**src/rtl/ypdv_pkg.sv**
```systemverilog
`timescale 1ns / 1ps
// Shared types, widths and constants for the yaw/pitch direction vector unit.
// No dependencies.
package ypdv_pkg;

   typedef struct packed {
      logic signed [17:0] yaw_angle;
      logic signed [15:0] pitch_angle;
   } req_type;

   typedef struct packed {
      logic signed [15:0] front_x;
      logic signed [15:0] front_y;
      logic signed [15:0] front_z;
      logic signed [15:0] flat_x;
      logic signed [15:0] flat_z;
      logic signed [15:0] side_x;
      logic signed [15:0] side_z;
      logic               degenerate;
   } rsp_type;

   // angle handling, degrees * 256
   localparam logic signed [19:0] TURN_S   = 20'sd92160;
   localparam logic [16:0]        QUARTER  = 17'd23040;
   localparam logic [32:0]        ANG_K    = 33'd4797524517;

   localparam logic [1:0] QUAD_0 = 2'd0;
   localparam logic [1:0] QUAD_1 = 2'd1;
   localparam logic [1:0] QUAD_2 = 2'd2;
   localparam logic [1:0] QUAD_3 = 2'd3;

   // CORDIC datapath
   localparam int CW     = 34;
   localparam int CTAG_W = 3;
   localparam logic signed [CW-1:0] CORDIC_X0 = 34'sd652032874;
   localparam logic signed [15:0]   ONE_Q14   = 16'sd16384;

   // square root: 46-bit radicand, one result bit per cell
   localparam int SQ_W     = 47;
   localparam int SQ_STEPS = 23;

   // divider: quotient bits, divisor width, dividend width, fraction shift
   localparam int QB   = 15;
   localparam int N_W  = 24;
   localparam int D_W  = 37;
   localparam int NSH  = 22;
   localparam int FTAG_W = 48;

   function automatic logic [31:0] atan_q30(input int idx);
      logic [31:0] v;
      case (idx)
         0:  v = 32'd843314857;
         1:  v = 32'd497837829;
         2:  v = 32'd263043837;
         3:  v = 32'd133525159;
         4:  v = 32'd67021687;
         5:  v = 32'd33543516;
         6:  v = 32'd16775851;
         7:  v = 32'd8388437;
         8:  v = 32'd4194283;
         9:  v = 32'd2097149;
         10: v = 32'd1048576;
         11: v = 32'd524288;
         12: v = 32'd262144;
         13: v = 32'd131072;
         14: v = 32'd65536;
         15: v = 32'd32768;
         16: v = 32'd16384;
         17: v = 32'd8192;
         18: v = 32'd4096;
         19: v = 32'd2048;
         20: v = 32'd1024;
         21: v = 32'd512;
         22: v = 32'd256;
         23: v = 32'd128;
         default: v = 32'd0;
      endcase
      return v;
   endfunction

endpackage

```
**src/rtl/ypdv_cordic_cell.sv**
```systemverilog
`timescale 1ns / 1ps
// One rotation step of the CORDIC chain, registered.
// Uses ypdv_pkg for widths and the arctangent table.
module ypdv_cordic_cell #(
   parameter int STAGE = 0
) (
   input  logic                              clock,
   input  logic signed [ypdv_pkg::CW-1:0]    up_x,
   input  logic signed [ypdv_pkg::CW-1:0]    up_y,
   input  logic signed [ypdv_pkg::CW-1:0]    up_z,
   input  logic [ypdv_pkg::CTAG_W-1:0]       up_tag,
   output logic signed [ypdv_pkg::CW-1:0]    dn_x,
   output logic signed [ypdv_pkg::CW-1:0]    dn_y,
   output logic signed [ypdv_pkg::CW-1:0]    dn_z,
   output logic [ypdv_pkg::CTAG_W-1:0]       dn_tag
);
   localparam int W = ypdv_pkg::CW;
   localparam logic signed [W-1:0] ANG = W'(ypdv_pkg::atan_q30(STAGE));

   logic signed [W-1:0] x_ff, x_in, y_ff, y_in, z_ff, z_in;
   logic [ypdv_pkg::CTAG_W-1:0] tag_ff;
   logic signed [W-1:0] dx, dy;

   always_comb begin
      dx = up_y >>> STAGE;
      dy = up_x >>> STAGE;
      if (!up_z[W-1]) begin
         x_in = up_x - dx;
         y_in = up_y + dy;
         z_in = up_z - ANG;
      end else begin
         x_in = up_x + dx;
         y_in = up_y - dy;
         z_in = up_z + ANG;
      end
   end

   always_ff @(posedge clock) begin
      x_ff   <= x_in;
      y_ff   <= y_in;
      z_ff   <= z_in;
      tag_ff <= up_tag;
   end

   assign dn_x   = x_ff;
   assign dn_y   = y_ff;
   assign dn_z   = z_ff;
   assign dn_tag = tag_ff;
endmodule

```
**config.mk**
```make
export PLATFORM = sky130hd
export DESIGN_NAME = ypdv_cordic_cell
export DESIGN_NICKNAME = d
export VERILOG_FILES = /design/src/rtl/ypdv_pkg.sv /design/src/rtl/ypdv_cordic_cell.sv
export SDC_FILE = /design/constraint.sdc
export NUM_CORES = 1
export LEC_CHECK = 0
export ABC_CLOCK_PERIOD_IN_PS = 3450
export BUFFER_PORTS_ARGS = -buffer_cell sky130_fd_sc_hd__buf_2
export CORE_MARGIN = 2
export CORE_UTILIZATION = 55
export CTS_CLUSTER_DIAMETER = 60
export DETAILED_ROUTE_END_ITERATION = 10
export PLACE_DENSITY = 0.89
export SYNTH_ARGS = -nofsm -noshare
export SYNTH_HDL_FRONTEND = slang
export SYNTH_SLANG_ARGS = --single-unit
```
**constraint.sdc**
```tcl
create_clock -name clock -period 3.45 [get_ports clock]
set_input_delay 0.1725 -clock clock [delete_from_list [all_inputs] [get_ports clock]]
set_output_delay 0.1725 -clock clock [all_outputs]
set_load 0.03 [all_outputs]
```
# After elaboration in Yosys (flattened, before gate mapping)
# Index checks and enable logic that the tools add are counted.
[word_totals]
register_bits = 105
input_bits = 106
[op_classes]
add_sub_neg = 5
n_mux = 3
[op_table]
columns = ["operator", "count"]
rows = [
  ["34-bit two-way mux", 3],
  ["34-bit subtractor", 2],
  ["34-bit by 31-bit adder with 34-bit output, second input constant", 1],
  ["34-bit adder", 1],
  ["34-bit by 31-bit subtractor with 34-bit output, second input constant", 1],
]

# Depth between registers and ports, before layout
[logic_depth]
ltp_word = 2
mapped_depth = 13

# Worst setup path after synthesis
# OpenSTA, ideal clock, no wires.
[synth_timing]
path_kind = "input to register"
from = "in up_z[33] (netlist bit)"
to = "reg z_ff[26] (netlist: dn_z[26])"
arrival_time_ns = 3.005
t_required_ns = 3.388
slack_ns = 0.383
cell_stages = 12
n_path_buf = 1
cell_sequence = "inv_2 -> clkbuf_1 -> ha_1 -> nor2b_1 -> o2111ai_1 -> a21boi_1 -> a21oi_1 -> o21ai_1 -> a41oi_1 -> a31o_2 -> or4b_1 -> nand3_1"
[synth_via]
elab_chain_len = 1
[synth_rtl]
columns = ["item", "line", "text"]
rows = [
  ["from (decl)", "ypdv_cordic_cell.sv:10", "input logic signed [ypdv_pkg::CW-1:0] up_z,"],
  ["34-bit two-way mux", "ypdv_cordic_cell.sv:27", "if (!up_z[W-1]) begin"],
  ["net z_in[26]", "ypdv_cordic_cell.sv:20", "logic signed [W-1:0] x_ff, x_in, y_ff, y_in, z_ff, z_in;"],
  ["to (signal assigned)", "ypdv_cordic_cell.sv:41", "z_ff <= z_in;"],
  ["to (decl)", "ypdv_cordic_cell.sv:20", ""],
]
# The timed path passes the listed nets, and every way through them passes these cells.

# Worst setup path after layout
# Ends and elaborated chain as after synthesis.

==> metrics.txt <==
initial antenna violation count 1; Final Max Slew Viols 0; Yosys warnings 0; Die H 136 µm; fin nets 1670; Post-synth top cells 142 x a21oi_1, 132 x ha_1, 106 x inv_1; total CTS buffers 9; Worst Path Arrival 3.31 ns; share of the synthesized area in the top cell type 21.6%; CP startpoint kind input port; worst vdd ir 0.293 mV; max cap viols 0; Post-synth EDFFs 0; clock buffer depth 2; Lkg Pwr 5.40 nW; drt initial violations 1132; count leader, synth a21oi_1; gr ovfl total 0; vias in the first global route 9620; layout cells sized above 1 18.4%; I/O pins 211; # rows 48; FF+latch count, synth 104; Mapped Avg Cell Area 7.76 µm²; worst min path class in2reg; Final Setup Violations 0; Required @ worst endpoint 3.76 ns; vias per cell 6.10; hold_ws 0.0245 ns; global-route wire length before repair 47100 µm; status finished, final reports clean; pin count of the biggest net entering global routing 36; WS Path Type in2reg; top_reg_cell synth dfxtp_1; antenna viol nets, final 0; Layout area overhead 16.4%; # resized after CTS 0; clk sinks 104; Yosys cell types 76; placer congestion estimate 0.992; final HPWL from detailed placement 24000 µm; Crit. End Element flop; residual DRC count 0; RSZ-0062 raised after global routing no; Die W 136 µm; DRT Pass-1 Iters 6; Period Utilization, post-route 87.0%; H-tree depth 3; area leader, netlist dfxtp_1; Root Buffer Master clkbuf_16; net count after synthesis 1482; top cells by area, synth dfxtp_1 22%, ha_1 17%, a21oi_1 7.4%; Vias 10100; Post-CTS Setup Inserts 0; final hold violations 0; total power 5.09 mW; average wire per standard cell 18.0 µm; Initial Utilization 56.0%; worst-margin pin slew 0.707 ns; Crit Path Max Fanout 17; Core ar. 17200 µm²; Mapped Area 9620 µm²; fillers 1500; Slew Limit Headroom 52.2%; Total Routing Usage GR 31.6%; IO buf count 210; Post-Route WL 29900 µm; Async S/R FF share, synth 0%; Pwr Density 454 nW/µm²; Syn Inst Count 1240; register area share after synthesis 21.6%; Post-Route Setup TNS 0 ns; CTS tree built; Clk pin slew, worst setup/hold paths 0.09 ns; crit path time final 3.00 ns; f_max 0.333 GHz; die footprint 18600 µm²
-- what timing repair did --
item	CTS	global route
hold buffers	3	0
endpoints found under the setup margin	0	0
hold endpoints to repair	3	0
-- worst paths after layout --
path,startpoint,end,cells after the start
worst min-delay path,up_z[0],dn_z[0],2
worst max-delay path,up_z[33],dn_z[26],12
-- critical path: stages --
cell and delay [ns]:
buf_2 0.32, inv_2 0.24, ha_1 0.38, nor2b_1 0.21
o2111ai_1 0.16, a21boi_1 0.29, a21oi_1 0.18, o21ai_1 0.27
a41oi_1 0.21, a31o_2 0.31, or4b_1 0.50, nand3_1 0.08
-- area by class of cell --
class                      instances  area [µm²]  share of cell area [%]
multi-input combinational        975        6910                    61.7
tap                              225         282                    2.51
inverter                         109         409                    3.65
antenna                            1        2.50                  0.0223
clock buffer                       9         225                    2.01
clock inverter                     7        83.8                   0.749
timing repair buffer             229        1200                    10.7
sequential                       104        2080                    18.6
-- sequential cells by signal, indices dropped and copies added, names as in the netlist --
name    cells
dn_tag      3
dn_y       33
dn_x       34
dn_z       34
-- metrics by stage --
step,std cells,instance area [µm²],setup WS (ns),utilization (%)
after floorplan,1240,9620,0.383,-
after global placement,1639,10900,0.290,63.2
after detailed placement,1639,10900,0.153,63.2
after CTS,1658,11200,0.518,65.2
after global routing,1659,11200,0.160,65.2
final,1659,11200,0.448,65.2
-- cells in the final DEF (no fill, tap or decap), drive strengths merged, types with 33 or more instances in the layout --
| cell type | instances |
|---|---|
| a21o | 33 |
| a21oi | 144 |
| buf | 226 |
| dfxtp | 104 |
| ha | 132 |
| inv | 110 |
| nand2 | 65 |
| nor2 | 98 |
| o21ai | 93 |
| xnor2 | 70 |
-- report_power, final --
part,internal [mW],switching (mW)
Clock,0.522,0.566
Combinational,0.804,1.63
Sequential,1.48,0.0809
Total,2.81,2.28
-- kinds of logic after synthesis --
| group | synth area share, % |
|---|---|
| multiplexers | 2.20 |
| adder cells (fa/ha/maj) | 18.0 |
| XOR/XNOR | 8.47 |
| AO/OA/AOI/OAI | 27.2 |
| AND/OR/NAND/NOR | 16.0 |
| flip-flops | 21.6 |
| buffers and inverters | 6.50 |
-- routing by layer --
metal,up-vias,routed length (µm),GRT usage [%]
li1,4751,-,-
met1,4647,12200,39.4
met2,596,13800,53.2
met3,119,2550,4.47
met4,0,1330,15.9
met5,-,0,0
No activity file was read; power rests on OpenSTA's default activity.
