--- src/rtl/ypdv_pkg.sv ---
`timescale 1ns / 1ps
// Shared types, widths and constants for the yaw/pitch direction vector unit.
// No dependencies.
package ypdv_pkg;

   typedef struct packed {
      logic signed [17:0] yaw_angle;
      logic signed [15:0] pitch_angle;
   } req_type;

   typedef struct packed {
      logic signed [15:0] front_x;
      logic signed [15:0] front_y;
      logic signed [15:0] front_z;
      logic signed [15:0] flat_x;
      logic signed [15:0] flat_z;
      logic signed [15:0] side_x;
      logic signed [15:0] side_z;
      logic               degenerate;
   } rsp_type;

   // angle handling, degrees * 256
   localparam logic signed [19:0] TURN_S   = 20'sd92160;
   localparam logic [16:0]        QUARTER  = 17'd23040;
   localparam logic [32:0]        ANG_K    = 33'd4797524517;

   localparam logic [1:0] QUAD_0 = 2'd0;
   localparam logic [1:0] QUAD_1 = 2'd1;
   localparam logic [1:0] QUAD_2 = 2'd2;
   localparam logic [1:0] QUAD_3 = 2'd3;

   // CORDIC datapath
   localparam int CW     = 34;
   localparam int CTAG_W = 3;
   localparam logic signed [CW-1:0] CORDIC_X0 = 34'sd652032874;
   localparam logic signed [15:0]   ONE_Q14   = 16'sd16384;

   // square root: 46-bit radicand, one result bit per cell
   localparam int SQ_W     = 47;
   localparam int SQ_STEPS = 23;

   // divider: quotient bits, divisor width, dividend width, fraction shift
   localparam int QB   = 15;
   localparam int N_W  = 24;
   localparam int D_W  = 37;
   localparam int NSH  = 22;
   localparam int FTAG_W = 48;

   function automatic logic [31:0] atan_q30(input int idx);
      logic [31:0] v;
      case (idx)
         0:  v = 32'd843314857;
         1:  v = 32'd497837829;
         2:  v = 32'd263043837;
         3:  v = 32'd133525159;
         4:  v = 32'd67021687;
         5:  v = 32'd33543516;
         6:  v = 32'd16775851;
         7:  v = 32'd8388437;
         8:  v = 32'd4194283;
         9:  v = 32'd2097149;
         10: v = 32'd1048576;
         11: v = 32'd524288;
         12: v = 32'd262144;
         13: v = 32'd131072;
         14: v = 32'd65536;
         15: v = 32'd32768;
         16: v = 32'd16384;
         17: v = 32'd8192;
         18: v = 32'd4096;
         19: v = 32'd2048;
         20: v = 32'd1024;
         21: v = 32'd512;
         22: v = 32'd256;
         23: v = 32'd128;
         default: v = 32'd0;
      endcase
      return v;
   endfunction

endpackage

--- src/rtl/ypdv_div_cell.sv ---
`timescale 1ns / 1ps
// One quotient bit of a restoring divider, registered.
// Uses ypdv_pkg for divisor and quotient widths.
module ypdv_div_cell (
   input  logic                        clock,
   input  logic [ypdv_pkg::N_W-1:0]    up_rem,
   input  logic [ypdv_pkg::QB-1:0]     up_num,
   input  logic [ypdv_pkg::QB-1:0]     up_quo,
   input  logic [ypdv_pkg::N_W-1:0]    up_den,
   input  logic [1:0]                  up_tag,
   output logic [ypdv_pkg::N_W-1:0]    dn_rem,
   output logic [ypdv_pkg::QB-1:0]     dn_num,
   output logic [ypdv_pkg::QB-1:0]     dn_quo,
   output logic [ypdv_pkg::N_W-1:0]    dn_den,
   output logic [1:0]                  dn_tag
);
   localparam int NW = ypdv_pkg::N_W;
   localparam int Q  = ypdv_pkg::QB;

   logic [NW:0]   t;
   logic          ge;
   logic [NW-1:0] rem_ff, rem_in, den_ff;
   logic [Q-1:0]  num_ff, num_in, quo_ff, quo_in;
   logic [1:0]    tag_ff;

   always_comb begin
      t      = {up_rem, up_num[Q-1]};
      ge     = (t >= {1'b0, up_den});
      rem_in = ge ? NW'(t - {1'b0, up_den}) : NW'(t);
      num_in = {up_num[Q-2:0], 1'b0};
      quo_in = {up_quo[Q-2:0], ge};
   end

   always_ff @(posedge clock) begin
      rem_ff <= rem_in;
      num_ff <= num_in;
      quo_ff <= quo_in;
      den_ff <= up_den;
      tag_ff <= up_tag;
   end

   assign dn_rem = rem_ff;
   assign dn_num = num_ff;
   assign dn_quo = quo_ff;
   assign dn_den = den_ff;
   assign dn_tag = tag_ff;
endmodule

--- config.mk ---
export PLATFORM = sky130hd
export DESIGN_NAME = ypdv_div_cell
export DESIGN_NICKNAME = d
export VERILOG_FILES = /design/src/rtl/ypdv_pkg.sv /design/src/rtl/ypdv_div_cell.sv
export SDC_FILE = /design/constraint.sdc
export NUM_CORES = 1
export LEC_CHECK = 0
export BUFFER_PORTS_ARGS = -buffer_cell sky130_fd_sc_hd__buf_2
export CAP_MARGIN = 20
export CORE_MARGIN = 4
export CORE_UTILIZATION = 40
export DETAILED_ROUTE_END_ITERATION = 8
export PLACE_DENSITY_LB_ADDON = 0.05
export SYNTH_ARGS = -nofsm -noshare
export SYNTH_HDL_FRONTEND = slang
export SYNTH_SLANG_ARGS = --single-unit
--- constraint.sdc ---
create_clock -name clock -period 3.85 [get_ports clock]
set_clock_uncertainty 0.2 [all_clocks]
set_input_delay 0.1925 -clock clock [delete_from_list [all_inputs] [get_ports clock]]
set_output_delay 0.1925 -clock clock [all_outputs]
set_load 0.02 [all_outputs]
-- Yosys cells after proc, flatten, opt, wreduce, memory -nomap -nowiden
Cells that the tools add are included.
- flip-flop bits (word level): 79
- input bits: 81
- output and inout port bits: 80
- word-level logic and storage cells: 8
- add/subtract/negate cells: 1
- magnitude comparators: 1
- muxes and demuxes: 1
- operators with widths (cell ; number):
    $ge 25x24->1 ; 1
    $mux 24 ; 1
    $sub 24x24->24 ; 1

-- Depth between registers and ports, before layout
- word-level depth: 2
- gate-level depth with buffers: 11
- mapped depth without buffers: 9

-- Least setup slack after synthesis
Ideal clock, no wire load.
- path kind: in2reg
- start point: in up_den[9] in the netlist's numbering
- end point: reg rem_ff[10], in the netlist dn_rem[10]
- library setup time: 0.121 ns
- arrival time: 2.093 ns
- data required time: 3.529 ns
- path slack: 1.435 ns
- stages on the path: 11
- buffers on the path: 2
- cells stage by stage: inv_1 ha_1 buf_6 and4_4 and3_4 a311oi_2 a21bo_2 nor2_8 inv_6 buf_12 mux2_4
- word-level cells in the longest chain between the ends: 2
- elaborated cells on any way between the ends: 3
- those cells by class: add/sub: 1; order compare: 1; mux: 1
- ends and longest elaborated chain (item ; line ; text):
    start: declaration ; ypdv_div_cell.sv:9 ; input logic [ypdv_pkg::N_W-1:0] up_den,
    $ge 25x24->1 ; ypdv_div_cell.sv:28 ; ge = (t >= {1'b0, up_den});
    net ge ; ypdv_div_cell.sv:21 ; logic ge;
    $mux 24 ; ypdv_div_cell.sv:29 ; rem_in = ge ? NW'(t - {1'b0, up_den}) : NW'(t);
    net rem_in[10] ; ypdv_div_cell.sv:22 ; logic [NW-1:0] rem_ff, rem_in, den_ff;
    end signal: assignment ; ypdv_div_cell.sv:35 ; rem_ff <= rem_in;
    end: declaration ; ypdv_div_cell.sv:22 ;
The timed path passes the listed nets, and every way through them passes these cells.

-- Worst setup path after layout
- start point: in up_rem[17] in the netlist's numbering
- end point: reg rem_ff[11], in the netlist dn_rem[11]
- word-level cells in the longest chain between the ends: 2
- ends and longest elaborated chain (item ; line ; text):
    start: declaration ; ypdv_div_cell.sv:6 ; input logic [ypdv_pkg::N_W-1:0] up_rem,
    $ge 25x24->1 ; ypdv_div_cell.sv:28 ;
    $mux 24 ; ypdv_div_cell.sv:29 ;
    net rem_in[11] ; ypdv_div_cell.sv:22 ;
The timed path passes the listed nets, and every way through them passes these cells.

==> out/qor.csv <==
stage,metric,value,unit
timing,unrepaired setup endpoints after global routing,no,
synth,largest cells by area after synthesis,"dfxtp_1 (44%), ha_1 (8.4%), inv_1 (3.5%)",
synth,Yosys reg bits,79,
placement,pre-CTS setup slack,0.963,ns
setup_path,kind of critical path,input pin to flip-flop,
finish,Layout area overhead,51.4,%
clock_network,root buffer cell,clkbuf_8,
finish,Reg area,1580,um2
synth,Mapped Area,3580,um2
clock_network,H-Tree Level Count,3,
placement,IO Port Bufs,158,
timing,setup ws final,0.731,ns
clock_network,# clock sinks,79,
clock_network,Worst-path clk slew,0.08,ns
timing,fmax,321,MHz
floorplan,core area,8720,um2
finish,"non-filler cells, final",706,
global_route,total grt overflow,0,
setup_path,crit path DAT,3.16,ns
timing,Final period util,0.810,
worst_hold_path,HP Class,input pin to flip-flop,
pwr,Max VDD drop,0.176,mV
run,Max-Cap Viols,0,
finish,# fillers,753,
placement,DP HPWL,7.75,mm
floorplan,Die ar.,10500,um2
clock_network,CTS tree,done,
synth,Adder-Cell Fraction of Synth Area,0.0894,
timing,relative slew slack,0.622,
timing,hold slack,0.262,ns
setup_path,crit path from,up_rem[17],
synth,Post-Synth Simple-Gate Area,0.134,
pwr,pwr dens,412,nW/um2
synth,library cells used by synthesis,62,
synth,synth warn,0,
setup_path,crit path cell chain,"dlygate4sd3_1, buf_2, ha_1, a21oi_1, o21a_1, o221ai_1, a21bo_2, nor2_8, inv_6, mux2_4",
finish,Multi-input gate area,1770,um2
global_route,vias in the first global route,3430,
timing,final setup TNS,0,ns
floorplan,Initial Util,0.411,
setup_path,Startpoint Class,input pin,
timing,Slew Limit Fails,0,
global_route,largest net degree at the start of global routing,16,
setup_path,critical path data required time,3.89,ns
clock_network,CTS Buf Count,9,
routing,initial DRC count,104,
routing,Vias,3500,
setup_path,WP depth,10,
setup_path,CP endpoint,dn_rem[11],
setup_path,crit-path leading delay family,compound AO/OA/AOI/OAI gates,
routing,first-pass iteration count of the detailed router,4,
finish,nets,699,
synth,Synth area leader,dfxtp_1,
routing,Vias/cell,4.96,
clock_network,Max Root-Sink Buffers,2,
setup_path,CP Capture Type,flip-flop,
synth,syn_area_per_cell,9.95,um2
synth,Syn Nets,466,
routing,WL final,10.9,mm
synth,Compound-Gate Fraction of Synth Area,0.203,
global_route,first-pass GRT wire length,16.8,mm
routing,post-route antenna net violation count,0,
synth,"Seq/Total Area, Yosys",0.441,
synth,Post-synth EDFFs,0,
pwr,Pleak,0.00256,uW
routing,# DRC,0,
clock_network,postcts setup bufs,0,
synth,Gate Count Post-Synth,360,
synth,largest family of logic cells by synthesized area,compound AO/OA/AOI/OAI gates,
floorplan,Die Y-Extent,103,um
setup_path,Max stage delay on crit path,0.53,ns
synth,Post-Synth XOR/XNOR Area,0.0269,
global_route,initial antenna violation count,0,
setup_path,maximum fanout along the worst path,15,
timing,Slew @ Worst Pin,0.561,ns
finish,diodes inserted,0,
synth,top cell type's share of synthesized area,0.441,
floorplan,die width,103,um
placement,GPL Wtd Cong,0.853,
setup_path,critical path's slowest cell,dlygate4sd3_1,
floorplan,FP Rows,34,
global_route,GRT Total Usage,0.204,
placement,cell total after placement,612,
synth,"Async S/R FF share, synth",0,
routing,Routed WL per cell,15.4,um
floorplan,I/O Pins,161,
timing,final setup vio count,0,
timing,Tmin final,3.12,ns
synth,proportion of synthesized area in mux cells,0.0367,
setup_path,Bufs and invs on worst path,3,
outcome,status,"complete, no violations",
timing,Fin. Hold Viols,0,
finish,layout cell share with drive strength beyond 1,0.336,
synth,ys flop type,dfxtp_1,
-- layer usage --
layer	wire (um)	global-route usage	vias to the layer above
met5	0	0	-
met4	95	0.0515	0
met3	869	0.0467	9
met2	5120	0.352	127
met1	4780	0.258	1597
li1	-	-	1767
-- worst min-delay path by stage --
stage	startpoint	to	slack, ns	cells after the start
6_report	up_rem[23]	dn_rem[0]	0.26	5
3_5_place_dp	up_tag[0]	dn_tag[0]	0.1	1
2_1_floorplan	up_den[0]	dn_den[0]	0.02	0
4_1_cts	up_rem[23]	dn_rem[0]	0.25	5
5_1_grt	up_num[4]	dn_num[5]	0.27	2
3_3_place_gp	up_tag[1]	dn_tag[1]	0.09	1
-- power breakdown --
| part | switching (uW) | internal [uW] | total [uW] |
|---|---|---|---|
| logic | 352 | 274 | 626 |
| registers | 18.4 | 899 | 917 |
| clock network | 319 | 370 | 689 |
-- repair_timing --
item,in CTS,in global routing
hold buffers,78,0
hold endpoints to repair,78,0
endpoints found under the setup margin,0,0
gates resized for setup,0,0
-- stage by stage --
step           area, um2  total power (uW)  utilization
6_report            5420              2230        0.622
5_1_grt             5420              2360        0.622
2_1_floorplan       3580              1320            -
3_3_place_gp        4420              1490        0.507
4_1_cts             5420              2260        0.622
3_5_place_dp        4420              1500        0.507
-- layout make-up --
cell class	count	share of cell area
Multi-Input combinational cell	231	0.326
Timing Repair Buffer	238	0.293
Sequential cell	79	0.292
Tap cell	108	0.0249
Inverter	34	0.0245
Clock buffer	10	0.0235
Clock inverter	6	0.0171
-- flip-flops by register name, indices dropped and copies added (netlist names) --
name / count
dn_den: 24
dn_rem: 24
dn_quo: 15
dn_num: 14
dn_tag: 2
-- synthesized netlist by cell type (all sizes together), types with 4 or more instances --
cell type and n:
inv 34, or3 4, o221ai 4, dfxtp 79, a21boi 4, nor2b 4
nand4 7, mux2 10, buf 10, xnor2 8, a21oi 24, o31a 4
nor3 13, nand2 16, and3 7, clkbuf 6, ha 24, nor2 11
nand3 16, o21a 9, o21ai 15, o31ai 7
-- placed cells by master, fill, tap and decap left out, drive strengths merged, types with 7 or more instances in the layout --
cell type / count
inv: 36
dfxtp: 79
nand2: 16
nor3: 13
clkbuf: 10
o21a: 9
nand4: 7
ha: 24
mux2: 10
o21ai: 15
buf: 160
nor2: 11
dlygate4sd3: 78
nand3: 16
and3: 7
xnor2: 8
a21oi: 24
o31ai: 7
-- kinds of logic (layout without fill, tap and decap cells) --
kind of cell / Yosys count / in the layout
compound gates: 96 / 96
simple gates: 88 / 88
flops: 79 / 79
buf+inv: 50 / 288
fa+ha+maj: 25 / 25
xor+xnor: 11 / 11
mux: 10 / 10
other cells: 1 / 1
(Power assumes the default switching activity.)
